File: src/rtl/core/u8d_pkg.sv
// Shared types and constants for the UTF-8 stream decoder.
package u8d_pkg;

	localparam logic [20:0] REPLACEMENT = 21'h00FFFD;

	typedef struct packed {
		logic [20:0] pv;
		logic [1:0]  need;
		logic [1:0]  seen;
	} dec_state_t;

	typedef struct packed {
		logic [2:0]  cnt;
		logic [20:0] cp;
		logic        bad;
	} run_t;

endpackage

File: src/rtl/core/u8d_if.sv
// Handshake interfaces for the byte input and code point output channels.
interface u8d_byte_if;
	logic       valid;
	logic       ready;
	logic [7:0] data_byte;
	logic       end_of_text;

	modport source (output valid, output data_byte, output end_of_text, input ready);
	modport sink (input valid, input data_byte, input end_of_text, output ready);
endinterface

interface u8d_cp_if;
	logic        valid;
	logic        ready;
	logic [20:0] code_point;
	logic        malformed;
	logic        last_of_run;

	modport source (output valid, output code_point, output malformed, output last_of_run,
		input ready);
	modport sink (input valid, input code_point, input malformed, input last_of_run,
		output ready);
endinterface

File: src/rtl/core/utf8_stream_decoder.sv
// UTF-8 stream decoder top level: byte input register, decode step, result run register.
//
// Channel text carries one byte of UTF-8 text per transfer with an end_of_text
// mark on the last byte. Channel code carries code points; each byte causes a
// run of zero to four results and the final result of a run has last_of_run set.
// Malformed or truncated sequences give 0xFFFD with malformed set.
// After its transfer a byte is held in the input register; its decode step then
// loads its results into the result register, which offers them on code.
// The decode step of each byte is one short combinational pass, so one byte per
// cycle is sustained while each byte gives at most one result and code.ready
// stays high. A run of n results holds the result register until all n are
// taken, and the next byte waits in the input register meanwhile.
// text.ready depends on code.ready: when the receiver stalls, the last result
// holds, the input register holds its byte and text.ready drops once it is full.
// Reset clears the open sequence, both registers' valid state and the run count;
// the block takes bytes in the first cycle after reset.
module utf8_stream_decoder
	import u8d_pkg::*;
(
	input  logic            clk,
	input  logic            arst_n,
	u8d_byte_if.sink        text,
	u8d_cp_if.source        code
);

	logic       valid_s1;
	logic [7:0] byte_s1;
	logic       eot_s1;

	dec_state_t state_q;
	dec_state_t st_nxt;
	run_t       run_nxt;

	logic [2:0]  run_cnt_q;
	logic [20:0] run_cp_q;
	logic        run_bad_q;

	logic run_free;
	logic adv_s1;

	u8d_step u_step (
		.st          (state_q),
		.data_byte   (byte_s1),
		.end_of_text (eot_s1),
		.st_nxt      (st_nxt),
		.run         (run_nxt)
	);

	assign run_free   = (run_cnt_q == 3'd0) || ((run_cnt_q == 3'd1) && code.ready);
	assign adv_s1     = valid_s1 && run_free;
	assign text.ready = !valid_s1 || run_free;

	assign code.valid       = (run_cnt_q != 3'd0);
	assign code.last_of_run = (run_cnt_q == 3'd1);
	assign code.code_point  = (run_cnt_q == 3'd1) ? run_cp_q : REPLACEMENT;
	assign code.malformed   = (run_cnt_q == 3'd1) ? run_bad_q : 1'b1;

	always_ff @(posedge clk or negedge arst_n) begin
		if (!arst_n) begin
			valid_s1 <= 1'b0;
		end else if (text.ready) begin
			valid_s1 <= text.valid;
		end
	end

	always_ff @(posedge clk) begin
		if (text.valid && text.ready) begin
			byte_s1 <= text.data_byte;
			eot_s1  <= text.end_of_text;
		end
	end

	always_ff @(posedge clk or negedge arst_n) begin
		if (!arst_n) begin
			state_q   <= '0;
			run_cnt_q <= 3'd0;
		end else if (adv_s1) begin
			state_q   <= st_nxt;
			run_cnt_q <= run_nxt.cnt;
		end else if (code.valid && code.ready) begin
			run_cnt_q <= run_cnt_q - 3'd1;
		end
	end

	always_ff @(posedge clk) begin
		if (adv_s1) begin
			run_cp_q  <= run_nxt.cp;
			run_bad_q <= run_nxt.bad;
		end
	end

	a_run_bound: assert property (@(posedge clk) disable iff (!arst_n)
		run_cnt_q <= 3'd4)
		else $error("result run longer than four");

	a_head_is_replacement: assert property (@(posedge clk) disable iff (!arst_n)
		(code.valid && !code.last_of_run) |-> (code.malformed && code.code_point == REPLACEMENT))
		else $error("non-final result of a run is not a replacement");

	a_seq_state: assert property (@(posedge clk) disable iff (!arst_n)
		(state_q.need == 2'd0) ? (state_q.seen == 2'd0) : (state_q.seen < state_q.need))
		else $error("continuation count out of range for open sequence");

	a_ready_when_empty: assert property (@(posedge clk) disable iff (!arst_n)
		(run_cnt_q == 3'd0) |-> text.ready)
		else $error("input stalled with empty result register");

	a_eot_closes: assert property (@(posedge clk) disable iff (!arst_n)
		(adv_s1 && eot_s1) |=> (state_q.need == 2'd0))
		else $error("sequence left open after end of text");

endmodule

File: src/rtl/core/u8d_step.sv
// Decode step: next sequence state and the result run caused by one byte.
module u8d_step
	import u8d_pkg::*;
(
	input  dec_state_t st,
	input  logic [7:0] data_byte,
	input  logic       end_of_text,
	output dec_state_t st_nxt,
	output run_t       run
);

	logic        cont;
	logic        open;
	logic [1:0]  seen_new;
	logic [20:0] pv_shift;
	logic [1:0]  lead_need;
	logic [20:0] lead_pv;
	logic [20:0] lead_cp;
	logic        lead_bad;
	logic [2:0]  flush;

	always_comb begin
		cont     = (data_byte[7:6] == 2'b10);
		open     = (st.need != 2'd0);
		seen_new = st.seen + 2'd1;
		pv_shift = {st.pv[14:0], data_byte[5:0]};
		flush    = open ? ({1'b0, st.seen} + 3'd1) : 3'd0;

		lead_need = 2'd0;
		lead_pv   = '0;
		lead_cp   = REPLACEMENT;
		lead_bad  = 1'b1;
		if (data_byte[7] == 1'b0) begin
			lead_cp  = {13'd0, data_byte};
			lead_bad = 1'b0;
		end else if (data_byte[7:5] == 3'b110) begin
			lead_need = 2'd1;
			lead_pv   = {16'd0, data_byte[4:0]};
		end else if (data_byte[7:4] == 4'b1110) begin
			lead_need = 2'd2;
			lead_pv   = {17'd0, data_byte[3:0]};
		end else if (data_byte[7:3] == 5'b11110) begin
			lead_need = 2'd3;
			lead_pv   = {18'd0, data_byte[2:0]};
		end

		st_nxt  = st;
		run.cnt = 3'd0;
		run.cp  = REPLACEMENT;
		run.bad = 1'b1;
		if (open && cont) begin
			if (seen_new >= st.need) begin
				run.cnt = 3'd1;
				run.cp  = pv_shift;
				run.bad = 1'b0;
				st_nxt  = '0;
			end else if (end_of_text) begin
				run.cnt = {1'b0, seen_new} + 3'd1;
				st_nxt  = '0;
			end else begin
				st_nxt.pv   = pv_shift;
				st_nxt.seen = seen_new;
			end
		end else begin
			st_nxt = '0;
			if (lead_need == 2'd0) begin
				run.cnt = flush + 3'd1;
				run.cp  = lead_cp;
				run.bad = lead_bad;
			end else if (end_of_text) begin
				run.cnt = flush + 3'd1;
			end else begin
				run.cnt     = flush;
				st_nxt.pv   = lead_pv;
				st_nxt.need = lead_need;
				st_nxt.seen = 2'd0;
			end
		end
		if (end_of_text) begin
			st_nxt = '0;
		end
	end

endmodule
File: src/flat_wrapper.sv
// flat-port wrapper written by rule: the top's interface ports become plain ports
module utf8_stream_decoder_flat import u8d_pkg::*;
  (clk, arst_n, text_valid, text_data_byte, text_end_of_text, text_ready, code_valid, code_code_point, code_malformed, code_last_of_run, code_ready);
  u8d_byte_if text_i ();
  u8d_cp_if code_i ();
  input  logic clk;
  input  logic arst_n;
  input wire logic [$bits(text_i.valid)-1:0] text_valid;
  input wire logic [$bits(text_i.data_byte)-1:0] text_data_byte;
  input wire logic [$bits(text_i.end_of_text)-1:0] text_end_of_text;
  output wire logic [$bits(text_i.ready)-1:0] text_ready;
  output wire logic [$bits(code_i.valid)-1:0] code_valid;
  output wire logic [$bits(code_i.code_point)-1:0] code_code_point;
  output wire logic [$bits(code_i.malformed)-1:0] code_malformed;
  output wire logic [$bits(code_i.last_of_run)-1:0] code_last_of_run;
  input wire logic [$bits(code_i.ready)-1:0] code_ready;
  assign text_i.valid = text_valid;
  assign text_i.data_byte = text_data_byte;
  assign text_i.end_of_text = text_end_of_text;
  assign text_ready = text_i.ready;
  assign code_valid = code_i.valid;
  assign code_code_point = code_i.code_point;
  assign code_malformed = code_i.malformed;
  assign code_last_of_run = code_i.last_of_run;
  assign code_i.ready = code_ready;
  utf8_stream_decoder u_core (.clk(clk), .arst_n(arst_n), .text(text_i), .code(code_i));
endmodule
File: config.mk
export PLATFORM = sky130hd
export DESIGN_NAME = utf8_stream_decoder_flat
export DESIGN_NICKNAME = d
export VERILOG_FILES = /design/src/rtl/core/u8d_pkg.sv /design/src/rtl/core/u8d_if.sv /design/src/rtl/core/utf8_stream_decoder.sv /design/src/rtl/core/u8d_step.sv /design/src/flat_wrapper.sv
export SDC_FILE = /design/constraint.sdc
export NUM_CORES = 1
export LEC_CHECK = 0
export BUFFER_PORTS_ARGS = -buffer_cell sky130_fd_sc_hd__buf_2
export CORE_MARGIN = 2
export CORE_UTILIZATION = 56
export CTS_CLUSTER_DIAMETER = 150
export DETAILED_ROUTE_END_ITERATION = 6
export PLACE_DENSITY = 0.85
export RECOVER_POWER = 25
export SLEW_MARGIN = 20
export SYNTH_ARGS = -nofsm -noshare
export SYNTH_HDL_FRONTEND = slang
export SYNTH_SLANG_ARGS = --single-unit
File: constraint.sdc
create_clock -name clk -period 3.4 [get_ports clk]
set_clock_uncertainty 0.2 [all_clocks]
set_input_delay 0.51 -clock clk [delete_from_list [all_inputs] [get_ports clk]]
set_output_delay 0.51 -clock clk [all_outputs]
set_load 0.02 [all_outputs]
==> parameters.txt <==
Parameter                              Value

Outcome
  Outcome    finished clean

Pwr
  Power density over cell area    approximately 760 nW/µm²
  Leakage power figure    about 0.0012 µW
  Peak VDD IR    about 0.0005 V
  Total power draw    2180 µW

Synthesis
  EDFF count, synth    31
  Yosys warnings    0
  Mapped cell area    2550 µm²
  Cell taking the most area after synthesis    edfxtp_1
  Proportion of netlist area held by the largest area contributor    a little over a third
  Unique masters post-synth    43
  Async set-or-reset flop fraction in the synthesized netlist    between 40 and 50%
  Flip-flop cell with the highest count after synthesis    edfxtp_1
  Mean Syn Cell Area    11.7 µm²
  Most frequent cell after synthesis    edfxtp_1
  Register bit total from synthesis    54
  Sequential cell area fraction in the yosys report    59.1%
  Post-Syn Instances    ~220
  Most used standard cells in the synthesized netlist    31 x edfxtp_1, 27 x nand2_1, 24 x nand2b_1
  Main area contributors after synthesis    edfxtp_1 37%, dfrtp_1 23%, nand2b_1 5.9%
  Number of nets in the synthesized netlist    238

Global routing
  Aggregate global routing overflow    0
  Initial antenna violation count    0
  Via count of the first global-routing pass    1723
  Pin count of the biggest net entering global routing    25
  Wire length of the first global-routing pass    7.73 mm
  Total routing resource utilization after global routing    19.4%

Min path
  Hold_sp    text_data_byte[4]
  Path class of the lowest-slack min-delay path    input pin to register

Clock tree
  TritonCTS clock tree    yes
  CTS H-tree lvls    2
  Post-CTS Setup Repair Bufs    0
  Clock sink count    54
  Skew-Pair Late Insertion Delay    just over 0.3 ns
  Clock Tree Buf Depth    2
  CTS resizes    0
  Number of buffers created by CTS    5
  Reg clk slew, reported paths    about 0.1 ns
  Root buf cell    clkbuf_8

Drt
  Post-DR vias/cell    5.66
  Wire per inst    around 15 µm
  Vias post-DR    about 1800
  DR iter-0 viols    148
  Antenna viol nets, final    0
  Detailed Route WL    between 4 and 5 mm
  First-pass DRT Iterations    4
  DRC Markers    0

Critical path
  Arrival @ worst endpoint    2.82 ns
  Origin of the worst setup path    u_core.state_q[0]$_DFFE_PN0P_
  Critical path data required time    3.46 ns
  Launching point of the worst reg2reg path    u_core.state_q[0]$_DFFE_PN0P_
  Category of the most critical setup path    register to register
  Largest driver fanout on the critical path    12
  Type of element launching the critical path    register
  Crit path capture type    register

Placement
  Cell area after placement    roughly 2800 µm²
  Gp weighted congestion    around 0.9
  HPWL Detailed    between 3 and 4 mm
  Port buffer count    37

Die
  Core footprint    4350 µm²
  Die Area    slightly above 5000 µm²
  Site Rows    24
  Initial cell density of the core    58.5%
  Vertical extent of the die    71.4 µm
  Count of pins on the block boundary    38
  Overall die width    71.4 µm

STA
  Number of hold violations in the final report    0
  Final count of pins violating max slew    0
  Unrepaired setup endpoints after global routing    no
  Maximum achievable frequency    363 MHz
  Worst hold margin    0.175 ns
  Setup Total Neg Slack    0 ns
  Slew at the pin closest to its max-slew limit    1.29 ns
  Fin crit share    just over 80%
  Headroom to the max-slew limit    14.1%
  Clock period minus final worst setup slack    2.76 ns
  Number of setup violations in the final report    0

Layout
  Net count reported at finish    277
  P&R area growth vs syn    12.5%
  Ratio of cells with drive above 1 in the final layout    ~21%
  Diodes inserted    0
  Design Area, Final    2870 µm²
  Filler cells    332

Flow run
  Number of maximum-capacitance constraint violations    0
## cells by family after synthesis
logic type | Yosys count | share of synthesized area (%)
xor+xnor | 2 | 0.688
buf+inv | 20 | 3.54
mux | 2 | 0.835
compound gates | 44 | 13.8
simple gates | 87 | 18.1
flops | 54 | 59.1
fa+ha+maj | 8 | 3.93
## critical path, stage by stage, from the launching register on
cell	delay (ns)
dfrtp_1	0.47
inv_1	0.10
ha_1	0.36
inv_1	0.08
ha_1	0.31
a2111o_1	0.48
nor2_2	0.45
mux2_2	0.24
## final timing paths
path	to	slack (ns)	depth (start not counted)
max	u_core.state_q[0]$_DFFE_PN0P_	0.64	7
min	u_core.byte_s1[4]$_DFFE_PP_	0.17	1
max reg2reg	u_core.state_q[0]$_DFFE_PN0P_	0.64	7
min reg2reg	u_core.state_q[15]$_DFFE_PN0P_	0.30	1
max in group asynchronous	u_core.state_q[1]$_DFFE_PN0P_	1.42	2
min in group asynchronous	u_core.run_cnt_q[1]$_DFFE_PN0P_	0.81	2
## stage by stage
stage	instances	util (%)	setup WS (ns)
after floorplan	217	-	1.05
after global placement	300	63.6	0.828
after detailed placement	300	63.6	0.724
after CTS	309	65.9	0.663
after global routing	309	65.8	0.508
final	309	65.8	0.641
## cells in the final DEF, fill, tap and decap left out, types with 2 or more instances in the layout
master and n:
and2_1 8, nand3_1 2, o21ai_0 6, ha_1 8, buf_2 36, nor2_1 6
clkbuf_1 2, nand2_1 27, nor2b_1 3, a21o_1 3, or2_2 4, buf_4 3
nand2b_1 24, a22o_1 14, clkbuf_8 5, and3_1 6, o32a_1 2, inv_1 11
dfrtp_1 23, a21oi_1 5, edfxtp_1 31, a31oi_1 2
## power by group
part / switching (µW) / internal [µW]
registers: 91.7 / 912
logic: 533 / 283
clock network: 207 / 147
total: 832 / 1340
## sequential cells by signal, indices dropped and copies added (netlist names)
register,count
u_core.state_q,19
u_core.valid_s1,1
u_core.byte_s1,8
u_core.run_bad_q,1
u_core.eot_s1,1
u_core.run_cnt_q,3
u_core.run_cp_q,21
## per-layer routing
| layer | track usage (%) | vias to the layer above | routed length (µm) |
|---|---|---|---|
| li1 | - | 849 | - |
| met1 | 23.3 | 829 | 1870 |
| met2 | 34.6 | 66 | 2390 |
| met3 | 3.38 | 6 | 255 |
| met4 | 7.76 | 0 | 57 |
| met5 | 0 | - | 0 |
## repair_timing
action                                  CTS  global route
endpoints found under the setup margin    0             0
endpoints found under the hold margin    23             0
hold buffers                              1             0
## layout make-up
| class | instances | area, µm² | share of cell area (%) |
|---|---|---|---|
| multi-input combinational | 143 | 951 | 33.2 |
| timing repair buffer | 41 | 216 | 7.55 |
| sequential | 54 | 1510 | 52.6 |
| clock buffer | 6 | 72.6 | 2.53 |
| clock inverter | 2 | 13.8 | 0.480 |
| inverter | 11 | 41.3 | 1.44 |
| tap | 52 | 65.1 | 2.27 |
No activity file was read; power rests on OpenSTA's default activity.
